==> src/design/pfc_pkg.sv <==
// Shared types, register indexes and sizes for the PID force controller.
`default_nettype none

package pfc_pkg;

    // Configuration register indexes
    localparam logic [2:0] REG_GAIN_P    = 3'd0;
    localparam logic [2:0] REG_GAIN_I    = 3'd1;
    localparam logic [2:0] REG_GAIN_D    = 3'd2;
    localparam logic [2:0] REG_SETPOINT  = 3'd3;
    localparam logic [2:0] REG_FORCE_CAP = 3'd4;
    localparam logic [2:0] REG_DRIVE_MIN = 3'd5;
    localparam logic [2:0] REG_DRIVE_MAX = 3'd6;

    // Register reset values
    localparam logic [15:0] GAIN_P_RST     = 16'd512;
    localparam logic [15:0] GAIN_I_RST     = 16'd128;
    localparam logic [15:0] GAIN_D_RST     = 16'd26;
    localparam logic [30:0] FORCE_CAP_RST  = 31'd32768000;
    localparam logic [22:0] DRIVE_MAX_RST  = 23'd6553600;

    // Input commands
    localparam logic CMD_PROCESS = 1'b0;
    localparam logic CMD_CLEAR   = 1'b1;

    // Shared multiplier operand select
    typedef logic [1:0] t_msel;
    localparam t_msel MSEL_P = 2'd0;
    localparam t_msel MSEL_I = 2'd1;
    localparam t_msel MSEL_D = 2'd2;

    // Integral limit divider: dividend is drive_max * 256
    localparam int DIV_BITS = 31;
    localparam int DIV_CNT_W = $clog2(DIV_BITS);

    // Controller to datapath commands
    typedef struct packed {
        logic  load;      // latch error and saturated sum, start divider
        logic  clear;     // zero integral and last error
        logic  div_step;  // one quotient bit
        logic  clamp;     // apply integral clamp, form derivative
        logic  mul_en;    // register one product
        t_msel mul_sel;
        logic  acc_first; // load accumulator with product
        logic  acc_add;   // add product into accumulator
        logic  out_load;  // register clipped drive
    } t_cmd;

    // Datapath to controller status
    typedef struct packed {
        logic div_last;
        logic gain_i_zero;
    } t_status;

endpackage

`default_nettype wire

==> src/design/pfc_ctrl.sv <==
// Sequencer for the PID force controller: handshakes and step order.
`default_nettype none

module pfc_ctrl
    import pfc_pkg::*;
(
    input  wire logic    i_clk,
    input  wire logic    i_rst_n,
    input  wire logic    i_in_valid,
    input  wire logic    i_cmd,
    input  wire logic    i_out_ready,
    input  wire t_status i_status,
    output logic         o_in_ready,
    output logic         o_out_valid,
    output t_cmd         o_cmd
);

    localparam logic [2:0] ST_IDLE  = 3'd0;
    localparam logic [2:0] ST_DIV   = 3'd1;
    localparam logic [2:0] ST_CLAMP = 3'd2;
    localparam logic [2:0] ST_MUL_P = 3'd3;
    localparam logic [2:0] ST_MUL_I = 3'd4;
    localparam logic [2:0] ST_MUL_D = 3'd5;
    localparam logic [2:0] ST_ACC   = 3'd6;
    localparam logic [2:0] ST_OUT   = 3'd7;

    logic [2:0] r_state, n_state;
    logic       r_out_valid, n_out_valid;
    logic       in_beat;

    assign o_in_ready  = (r_state == ST_IDLE);
    assign o_out_valid = r_out_valid;
    assign in_beat     = i_in_valid && o_in_ready;

    // Next state and commands
    always_comb begin
        n_state = r_state;
        o_cmd   = '0;
        unique case (r_state)
            ST_IDLE: begin
                if (in_beat) begin
                    if (i_cmd == CMD_CLEAR) begin
                        o_cmd.clear = 1'b1;
                    end else begin
                        o_cmd.load = 1'b1;
                        n_state = i_status.gain_i_zero ? ST_CLAMP : ST_DIV;
                    end
                end
            end
            ST_DIV: begin
                o_cmd.div_step = 1'b1;
                if (i_status.div_last) n_state = ST_CLAMP;
            end
            ST_CLAMP: begin
                o_cmd.clamp = 1'b1;
                n_state = ST_MUL_P;
            end
            ST_MUL_P: begin
                o_cmd.mul_en  = 1'b1;
                o_cmd.mul_sel = MSEL_P;
                n_state = ST_MUL_I;
            end
            ST_MUL_I: begin
                o_cmd.mul_en    = 1'b1;
                o_cmd.mul_sel   = MSEL_I;
                o_cmd.acc_first = 1'b1;
                n_state = ST_MUL_D;
            end
            ST_MUL_D: begin
                o_cmd.mul_en  = 1'b1;
                o_cmd.mul_sel = MSEL_D;
                o_cmd.acc_add = 1'b1;
                n_state = ST_ACC;
            end
            ST_ACC: begin
                o_cmd.acc_add = 1'b1;
                n_state = ST_OUT;
            end
            ST_OUT: begin
                // wait here while the previous result is still held
                if (!r_out_valid || i_out_ready) begin
                    o_cmd.out_load = 1'b1;
                    n_state = ST_IDLE;
                end
            end
            default: n_state = ST_IDLE;
        endcase
    end

    // Output valid flag
    always_comb begin
        n_out_valid = r_out_valid;
        if (o_cmd.out_load)                  n_out_valid = 1'b1;
        else if (r_out_valid && i_out_ready) n_out_valid = 1'b0;
    end

    always_ff @(posedge i_clk) begin
        if (!i_rst_n) begin
            r_state     <= ST_IDLE;
            r_out_valid <= 1'b0;
        end else begin
            r_state     <= n_state;
            r_out_valid <= n_out_valid;
        end
    end

endmodule

`default_nettype wire

==> src/design/pfc_datapath.sv <==
// Datapath: config registers, error/integral state, serial divider, MAC, clip.
`default_nettype none

module pfc_datapath
    import pfc_pkg::*;
(
    input  wire logic        i_clk,
    input  wire logic        i_rst_n,
    input  wire t_cmd        i_cmd,
    output t_status          o_status,
    input  wire logic        i_cfg_we,
    input  wire logic [2:0]  i_cfg_index,
    input  wire logic [31:0] i_cfg_data,
    input  wire logic [31:0] i_measured_force,
    output logic [22:0]      o_drive
);

    // Configuration registers
    logic [15:0] r_gain_p, r_gain_i, r_gain_d;
    logic [31:0] r_setpoint;
    logic [30:0] r_force_cap;
    logic [22:0] r_drive_min, r_drive_max;

    // Loop state and work registers
    logic signed [47:0] r_sum;      // integral
    logic signed [32:0] r_prev;     // last error
    logic signed [32:0] r_err;
    logic signed [47:0] r_sum_new;  // saturated, not yet clamped
    logic signed [33:0] r_deriv;
    logic [15:0]        r_rem;
    logic [30:0]        r_quo;      // dividend in, limit out
    logic [DIV_CNT_W-1:0] r_cnt;
    logic signed [50:0] r_prod;
    logic signed [51:0] r_total;
    logic [22:0]        r_drive;

    always_ff @(posedge i_clk) begin
        if (!i_rst_n) begin
            r_gain_p    <= GAIN_P_RST;
            r_gain_i    <= GAIN_I_RST;
            r_gain_d    <= GAIN_D_RST;
            r_setpoint  <= '0;
            r_force_cap <= FORCE_CAP_RST;
            r_drive_min <= '0;
            r_drive_max <= DRIVE_MAX_RST;
        end else if (i_cfg_we) begin
            unique case (i_cfg_index)
                REG_GAIN_P:    r_gain_p    <= i_cfg_data[15:0];
                REG_GAIN_I:    r_gain_i    <= i_cfg_data[15:0];
                REG_GAIN_D:    r_gain_d    <= i_cfg_data[15:0];
                REG_SETPOINT:  r_setpoint  <= i_cfg_data;
                REG_FORCE_CAP: r_force_cap <= i_cfg_data[30:0];
                REG_DRIVE_MIN: r_drive_min <= i_cfg_data[22:0];
                REG_DRIVE_MAX: r_drive_max <= i_cfg_data[22:0];
                default: ;
            endcase
        end
    end

    // Error against the limited target, and saturated integral
    logic signed [32:0] tgt, err;
    logic signed [48:0] sum_raw;
    logic signed [47:0] sum_sat;
    localparam logic signed [47:0] SUM_MAX = {1'b0, {47{1'b1}}};
    localparam logic signed [47:0] SUM_MIN = {1'b1, {47{1'b0}}};

    always_comb begin
        if ($signed(r_setpoint) < $signed({1'b0, r_force_cap}))
            tgt = {r_setpoint[31], r_setpoint};
        else
            tgt = {2'b00, r_force_cap};
        err = tgt - {i_measured_force[31], i_measured_force};
        sum_raw = {r_sum[47], r_sum} + {{16{err[32]}}, err};
        if (sum_raw > $signed({SUM_MAX[47], SUM_MAX}))      sum_sat = SUM_MAX;
        else if (sum_raw < $signed({SUM_MIN[47], SUM_MIN})) sum_sat = SUM_MIN;
        else                                                sum_sat = sum_raw[47:0];
    end

    // Restoring divider step: limit = drive_max * 256 / gain_i
    logic [16:0] rem_sh, rem_sub;
    logic        q_bit;
    assign rem_sh  = {r_rem, r_quo[DIV_BITS-1]};
    assign rem_sub = rem_sh - {1'b0, r_gain_i};
    assign q_bit   = (rem_sh >= {1'b0, r_gain_i});

    assign o_status.div_last    = (r_cnt == DIV_CNT_W'(DIV_BITS - 1));
    assign o_status.gain_i_zero = (r_gain_i == '0);

    // Integral clamp against the divider result
    logic signed [47:0] lim_pos, lim_neg, sum_clamped;
    always_comb begin
        lim_pos = $signed({17'b0, r_quo});
        lim_neg = -lim_pos;
        sum_clamped = r_sum_new;
        if (!o_status.gain_i_zero) begin
            if (sum_clamped > lim_pos) sum_clamped = lim_pos;
            if (sum_clamped < lim_neg) sum_clamped = lim_neg;
        end
    end

    // Shared multiplier; integral fits 34 bits once clamped (zero gain gives 0)
    logic signed [16:0] mul_a;
    logic signed [33:0] mul_b;
    always_comb begin
        case (i_cmd.mul_sel)
            MSEL_P: begin
                mul_a = $signed({1'b0, r_gain_p});
                mul_b = {r_err[32], r_err};
            end
            MSEL_I: begin
                mul_a = $signed({1'b0, r_gain_i});
                mul_b = r_sum[33:0];
            end
            MSEL_D: begin
                mul_a = $signed({1'b0, r_gain_d});
                mul_b = r_deriv;
            end
            default: begin
                mul_a = '0;
                mul_b = '0;
            end
        endcase
    end

    // Drive clip: upper bound first, lower bound wins
    logic signed [51:0] hi, lo;
    logic               gt, lt;
    logic [22:0]        drv;
    always_comb begin
        hi = $signed({21'b0, r_drive_max, 8'b0});
        lo = $signed({21'b0, r_drive_min, 8'b0});
        gt = (r_total > hi);
        lt = (r_total < lo);
        if (gt)      drv = r_drive_max;
        else if (lt) drv = r_drive_min;
        else         drv = r_total[30:8];
        if (gt && (r_drive_max < r_drive_min)) drv = r_drive_min;
    end

    // Loop state
    always_ff @(posedge i_clk) begin
        if (!i_rst_n) begin
            r_sum  <= '0;
            r_prev <= '0;
        end else if (i_cmd.clear) begin
            r_sum  <= '0;
            r_prev <= '0;
        end else if (i_cmd.clamp) begin
            r_sum  <= sum_clamped;
            r_prev <= r_err;
        end
    end

    // Work registers
    always_ff @(posedge i_clk) begin
        if (i_cmd.load) begin
            r_err     <= err;
            r_sum_new <= sum_sat;
            r_quo     <= {r_drive_max, 8'b0};
            r_rem     <= '0;
            r_cnt     <= '0;
        end else if (i_cmd.div_step) begin
            r_rem <= q_bit ? rem_sub[15:0] : rem_sh[15:0];
            r_quo <= {r_quo[DIV_BITS-2:0], q_bit};
            r_cnt <= r_cnt + 1'b1;
        end
        if (i_cmd.clamp) r_deriv <= {r_err[32], r_err} - {r_prev[32], r_prev};
        if (i_cmd.mul_en) r_prod <= mul_a * mul_b;
        if (i_cmd.acc_first)    r_total <= {r_prod[50], r_prod};
        else if (i_cmd.acc_add) r_total <= r_total + {r_prod[50], r_prod};
        if (i_cmd.out_load) r_drive <= drv;
    end

    assign o_drive = r_drive;

endmodule

`default_nettype wire

==> src/design/pid_force_controller.sv <==
// Top level of the PID force controller.
//
// Use: configuration writes go over the cfg channel (index 0..6: gain_p,
// gain_i, gain_d, setpoint, force cap, drive_min, drive_max) while the
// block is idle; cfg ready is always high. Each input beat carries a command
// and a force sample. A process beat yields one drive beat; a clear beat zeroes
// the integral and the last error and yields nothing.
// Flow: after a process beat is accepted, the 31-step serial divider forms
// the integral limit, then the clamp, the P, I and D products, the final add
// and the output load follow before the input is ready again and the result
// is held on the output; with gain_i at zero the divider is skipped. One
// sample is worked on at a time: no new process beat is taken before that.
// The drive sits in an output register: the next sample is taken while a
// result still waits. If the receiver stalls, the following result waits
// in its last step until the register is free.
// Reset (synchronous, active low) loads the register defaults and zeroes the
// integral and the last error; no result is pending after reset.
`default_nettype none

module pid_force_controller
    import pfc_pkg::*;
(
    input  wire logic        i_clk,
    input  wire logic        i_rst_n,
    input  wire logic        i_in_valid,
    output logic             o_in_ready,
    input  wire logic        i_cmd,
    input  wire logic [31:0] i_measured_force,
    output logic             o_out_valid,
    input  wire logic        i_out_ready,
    output logic [22:0]      o_drive,
    input  wire logic        i_cfg_valid,
    output logic             o_cfg_ready,
    input  wire logic [2:0]  i_cfg_index,
    input  wire logic [31:0] i_cfg_data
);

    t_cmd    cmd;
    t_status status;

    assign o_cfg_ready = 1'b1;

    pfc_ctrl u_ctrl (
        .i_clk       (i_clk),
        .i_rst_n     (i_rst_n),
        .i_in_valid  (i_in_valid),
        .i_cmd       (i_cmd),
        .i_out_ready (i_out_ready),
        .i_status    (status),
        .o_in_ready  (o_in_ready),
        .o_out_valid (o_out_valid),
        .o_cmd       (cmd)
    );

    pfc_datapath u_datapath (
        .i_clk            (i_clk),
        .i_rst_n          (i_rst_n),
        .i_cmd            (cmd),
        .o_status         (status),
        .i_cfg_we         (i_cfg_valid && o_cfg_ready),
        .i_cfg_index      (i_cfg_index),
        .i_cfg_data       (i_cfg_data),
        .i_measured_force (i_measured_force),
        .o_drive          (o_drive)
    );

endmodule

`default_nettype wire

==> config.mk <==
export PLATFORM = sky130hd
export DESIGN_NAME = pid_force_controller
export DESIGN_NICKNAME = d
export VERILOG_FILES = /design/src/design/pfc_pkg.sv /design/src/design/pfc_ctrl.sv /design/src/design/pfc_datapath.sv /design/src/design/pid_force_controller.sv
export SDC_FILE = /design/constraint.sdc
export NUM_CORES = 2
export LEC_CHECK = 0
export BUFFER_PORTS_ARGS = -buffer_cell sky130_fd_sc_hd__buf_2
export CAP_MARGIN = 20
export CORE_MARGIN = 4
export CORE_UTILIZATION = 35
export CTS_BUF_LIST = sky130_fd_sc_hd__clkbuf_8 sky130_fd_sc_hd__clkbuf_16
export DETAILED_ROUTE_END_ITERATION = 6
export GPL_TIMING_DRIVEN = 1
export PLACE_DENSITY = 0.54
export SKIP_CTS_REPAIR_TIMING = 1
export SYNTH_ARGS = -nofsm -noshare
export SYNTH_HDL_FRONTEND = slang
export SYNTH_SLANG_ARGS = --single-unit
==> constraint.sdc <==
create_clock -name i_clk -period 20.2 [get_ports i_clk]
set_clock_uncertainty 0.2 [all_clocks]
set_input_delay 2.02 -clock i_clk [delete_from_list [all_inputs] [get_ports i_clk]]
set_output_delay 2.02 -clock i_clk [all_outputs]
set_load 0.05 [all_outputs]
==> impl_metrics.sql <==
INSERT INTO impl_metrics (metric_group, metric, value, unit) VALUES
('outcome', 'status', 'finished clean', ''),
('die', 'pin_count', '99', ''),
('worst_setup_path', 'rr_startpoint', 'u_datapath.r_force_cap[1]$_SDFFE_PN0P_', ''),
('worst_setup_path', 'critPathMaxFanout', '37', ''),
('run', 'number_of_maximum_capacitance_constraint_violations', '0', ''),
('logic_synthesis', 'synth.cells.most_frequent', 'sky130_fd_sc_hd__nand2_1 (963), sky130_fd_sc_hd__inv_1 (829), sky130_fd_sc_hd__fa_1 (522), sky130_fd_sc_hd__nor2_1 (487), sky130_fd_sc_hd__ha_1 (484)', ''),
('hold_path', 'worst_hold_path.endpoint', 'u_datapath.r_gain_d[14]$_SDFFE_PN0P_', ''),
('logic_synthesis', 'synthMostInstantiatedCell', 'sky130_fd_sc_hd__nand2_1', ''),
('timing', 'timing_worst_slew_pin_value', '1.05', 'ns'),
('global_routing', 'via_count_of_the_first_global_routing_pass', '43900', ''),
('global_routing', 'grt_use_met2', '36.1', '%'),
('die', 'die_area', '0.162', 'mm²'),
('clock_tree', 'cts_htree_levels', '3', ''),
('detailed_routing', 'routed_via_density', '5.33', ''),
('global_routing', 'grt_start_max_net_pins', '130', ''),
('timing', 'min_period_over_period', '57.8', '%'),
('placed_design', 'finalWeightedCongestion', '0.897', ''),
('timing', 'period_minus_slack', '11.68', 'ns'),
('logic_synthesis', 'yosysWarnings', '0', ''),
('die', 'die-width', '403', 'µm'),
('global_routing', 'grt.met3_usage', '2.34', '%'),
('power_and_ir_drop', 'irDropWorstVdd', '0.0656', 'mV'),
('global_routing', 'total_track_usage', '21.0', '%'),
('clock_tree', 'worst_skew_pair_latency', '0.67', 'ns'),
('clock_tree', 'cts_inserted_buffers', '68', ''),
('die', 'core_region_area', '0.154', 'mm²'),
('logic_synthesis', 'mappedNetlistNets', '7366', ''),
('worst_setup_path', 'setup_slack_of_the_most_critical_reg_to_reg_path', '8.52', 'ns'),
('worst_setup_path', 'cpMostUsedCell', 'sky130_fd_sc_hd__a21o_1', ''),
('worst_setup_path', 'capturing_element_type_of_the_critical_path', 'flop', ''),
('logic_synthesis', 'synth_cells', '6287', ''),
('power_and_ir_drop', 'powerDensity', '69.6', 'mW/mm²'),
('clock_tree', 'tritoncts_num_sinks', '535', ''),
('timing', 'relSlewSlack', '30.0', '%'),
('logic_synthesis', 'synth_edf_count', '264', ''),
('worst_setup_path', 'cpPeakStageDelay', '0.81', 'ns'),
('logic_synthesis', 'yosys_most_used_dff', 'sky130_fd_sc_hd__dfxtp_1', ''),
('logic_synthesis', 'synth_area_per_cell', '8.67', 'µm²'),
('logic_synthesis', 'synth-seq-cells', '535', ''),
('worst_setup_path', 'r2r_end', 'u_datapath.r_sum_new[14]$_SDFFCE_PN1P_', ''),
('detailed_routing', 'vias', '44600', ''),
('detailed_routing', 'avgRoutedWirePerCell', '20.4', 'µm'),
('die', 'std_cell_rows', '144', ''),
('die', 'initial_utilization', '35.3', '%'),
('hold_path', 'timing.hold.worst.start', 'u_datapath.r_gain_d[14]$_SDFFE_PN0P_', ''),
('timing', 'highest_attainable_clock_frequency', '85.7', 'MHz'),
('logic_synthesis', 'netlist.top_cell.by_area', 'sky130_fd_sc_hd__fa_1', ''),
('final_layout', 'fraction_of_layout_cells_with_a_size_suffix_above_1', '7.09', '%'),
('final_layout', 'area_growth', '9.51', '%'),
('logic_synthesis', 'area_share_of_the_largest_cell_type_after_synthesis', '19.2', '%'),
('final_layout', 'finish.net_count', '7345', ''),
('timing', 'setup_total_negative_slack', '0', 'ns'),
('clock_tree', 'ctsRootBufferMaster', 'sky130_fd_sc_hd__clkbuf_16', ''),
('worst_setup_path', 'critPathLaunchType', 'flop', ''),
('power_and_ir_drop', 'leakage', '25.5', 'nW'),
('clock_tree', 'clk_pin_slew_worst_paths', '0.06', 'ns'),
('timing', 'grt_setup_unrepaired', 'no', ''),
('detailed_routing', 'drt.antenna.violating_nets', '0', ''),
('worst_setup_path', 'crit_path_top_delay_cell', 'sky130_fd_sc_hd__o22ai_2', ''),
('placed_design', 'dp_hpwl', '134000', 'µm'),
('global_routing', 'globalRouteMet1Util', '28.0', '%'),
('final_layout', 'total_non_filler_cell_area_in_the_finished_layout', '0.0597', 'mm²'),
('hold_path', 'min_path_cells', '2', ''),
('timing', 'timing_max_transition_violations_final', '0', ''),
('clock_tree', 'cts_tree', 'built', ''),
('detailed_routing', 'drt_pass_1_iters', '6', ''),
('worst_setup_path', 'timing.reg2reg.worst_path_depth', '40', ''),
('logic_synthesis', 'netlist_top_cells_area', 'sky130_fd_sc_hd__fa_1 (19%), sky130_fd_sc_hd__edfxtp_1 (15%), sky130_fd_sc_hd__ha_1 (11%), sky130_fd_sc_hd__dfxtp_1 (10%), sky130_fd_sc_hd__nand2_1 (6.6%)', ''),
('logic_synthesis', 'yosys.cell_types.count', '104', ''),
('detailed_routing', 'drtIter0Drc', '3134', ''),
('hold_path', 'timing.hold.worst.class', 'reg2reg', '');
## routing by layer
| metal | wire length (µm) | share of wire [%] |
|---|---|---|
| met4 | 4900 | 2.9 |
| met1 | 74700 | 44 |
| met2 | 82500 | 48 |
| met5 | 0 | 0 |
| met3 | 8530 | 5.0 |
## final cells by class
type / instances / area (µm²)
well taps: 2044 / 2560
clock inverters: 40 / 397
fillers: 15600 / 94700
flip-flops and latches: 535 / 13400
multi-input cells: 4652 / 37200
repair buffers: 178 / 1150
clock buffers: 85 / 1970
inverters: 831 / 3120
## worst max-delay path by stage
| stage | from | endpoint | slack, ns | cells after the start |
|---|---|---|---|---|
| global placement | u_datapath.r_force_cap[1]$_SDFFE_PN0P_ | u_datapath.r_sum_new[12]$_SDFFCE_PN1P_ | 8.65 | 40 |
| CTS | u_datapath.r_force_cap[1]$_SDFFE_PN0P_ | u_datapath.r_sum_new[16]$_SDFFCE_PN1P_ | 8.62 | 40 |
| global route | u_datapath.r_force_cap[1]$_SDFFE_PN0P_ | u_datapath.r_sum_new[26]$_SDFFCE_PN1P_ | 7.83 | 40 |
| finish | u_datapath.r_force_cap[1]$_SDFFE_PN0P_ | u_datapath.r_sum_new[14]$_SDFFCE_PN1P_ | 8.52 | 40 |
| floorplan | u_datapath.r_force_cap[1]$_SDFFE_PN0P_ | u_datapath.r_sum_new[46]$_SDFFCE_PN1P_ | 10.32 | 43 |
| detailed placement | u_datapath.r_force_cap[1]$_SDFFE_PN0P_ | u_datapath.r_sum_new[16]$_SDFFCE_PN1P_ | 8.68 | 40 |
## report_power, final
part	internal, mW	switching (mW)	leakage (nW)
Sequential	1.25	0.0775	4.63
Combinational	0.614	0.932	19.7
Clock	0.741	0.540	1.19
Total	2.60	1.55	25.5
## logic make-up (layout without fill, tap and decap cells)
kind of cell,after synthesis,after routing,synth area share (%)
compound gates,1338,1338,15.5
xor+xnor,215,215,3.45
fa+ha+maj,1016,1016,30.5
buf+inv,1100,1134,7.69
flops,535,535,24.5
mux,143,143,2.77
other cells,1,1,0.00688
simple gates,1939,1939,15.6
## registers in the layout (all words and copies together) (netlist names)
register / count
u_datapath.r_drive_max: 23
u_datapath.r_err: 33
u_datapath.r_prev: 33
u_datapath.r_gain_d: 16
u_datapath.r_gain_i: 16
u_datapath.r_drive_min: 23
u_datapath.r_setpoint: 32
u_datapath.r_sum_new: 48
u_datapath.r_quo: 31
u_datapath.o_drive: 23
u_datapath.r_deriv: 34
u_datapath.r_sum: 48
u_ctrl.o_out_valid: 1
u_ctrl.r_state: 3
u_datapath.r_cnt: 5
u_datapath.r_force_cap: 31
u_datapath.r_total: 52
u_datapath.r_prod: 51
u_datapath.r_gain_p: 16
u_datapath.r_rem: 16
## cell usage in the layout (no fill, tap or decap), types with 61 or more instances in the layout
cell type                   count
sky130_fd_sc_hd__ha_1         484
sky130_fd_sc_hd__nand2b_1      62
sky130_fd_sc_hd__xor2_1        75
sky130_fd_sc_hd__a21oi_1      460
sky130_fd_sc_hd__nor2_1       484
sky130_fd_sc_hd__inv_1        836
sky130_fd_sc_hd__edfxtp_1     264
sky130_fd_sc_hd__dfxtp_1      270
sky130_fd_sc_hd__o21a_1        76
sky130_fd_sc_hd__o21ai_0      263
sky130_fd_sc_hd__nand2_1      961
sky130_fd_sc_hd__buf_4         78
sky130_fd_sc_hd__clkbuf_16     71
sky130_fd_sc_hd__mux2_2        61
sky130_fd_sc_hd__xnor2_1      140
sky130_fd_sc_hd__mux2i_1       82
sky130_fd_sc_hd__nor2b_1       67
sky130_fd_sc_hd__buf_2         97
sky130_fd_sc_hd__a21o_1       173
sky130_fd_sc_hd__fa_1         522
## metrics by stage
step	util, %	power (mW)	std cells	hold WS, ns	worst slack (ns)
floorplan	-	2.48	6287	0.236	10.32
global placement	37.1	2.88	8237	0.241	8.65
detailed placement	37.1	2.89	8240	0.248	8.68
CTS	38.7	4.20	8365	0.256	8.62
global route	38.7	4.45	8365	0.269	7.83
finish	38.7	4.15	8365	0.253	8.52
## worst max-delay path, delay by kind of cell, from the launching register on
| family | cells | cell delay (ns) |
|---|---|---|
| multiplexers | 1 | 0.39 |
| flip-flops | 1 | 0.36 |
| AO/OA/AOI/OAI | 26 | 6.74 |
| adder cells (fa/ha/maj) | 4 | 1.54 |
| buffers and inverters | 2 | 0.48 |
| AND/OR/NAND/NOR | 7 | 1.73 |
(Power assumes the default switching activity.)
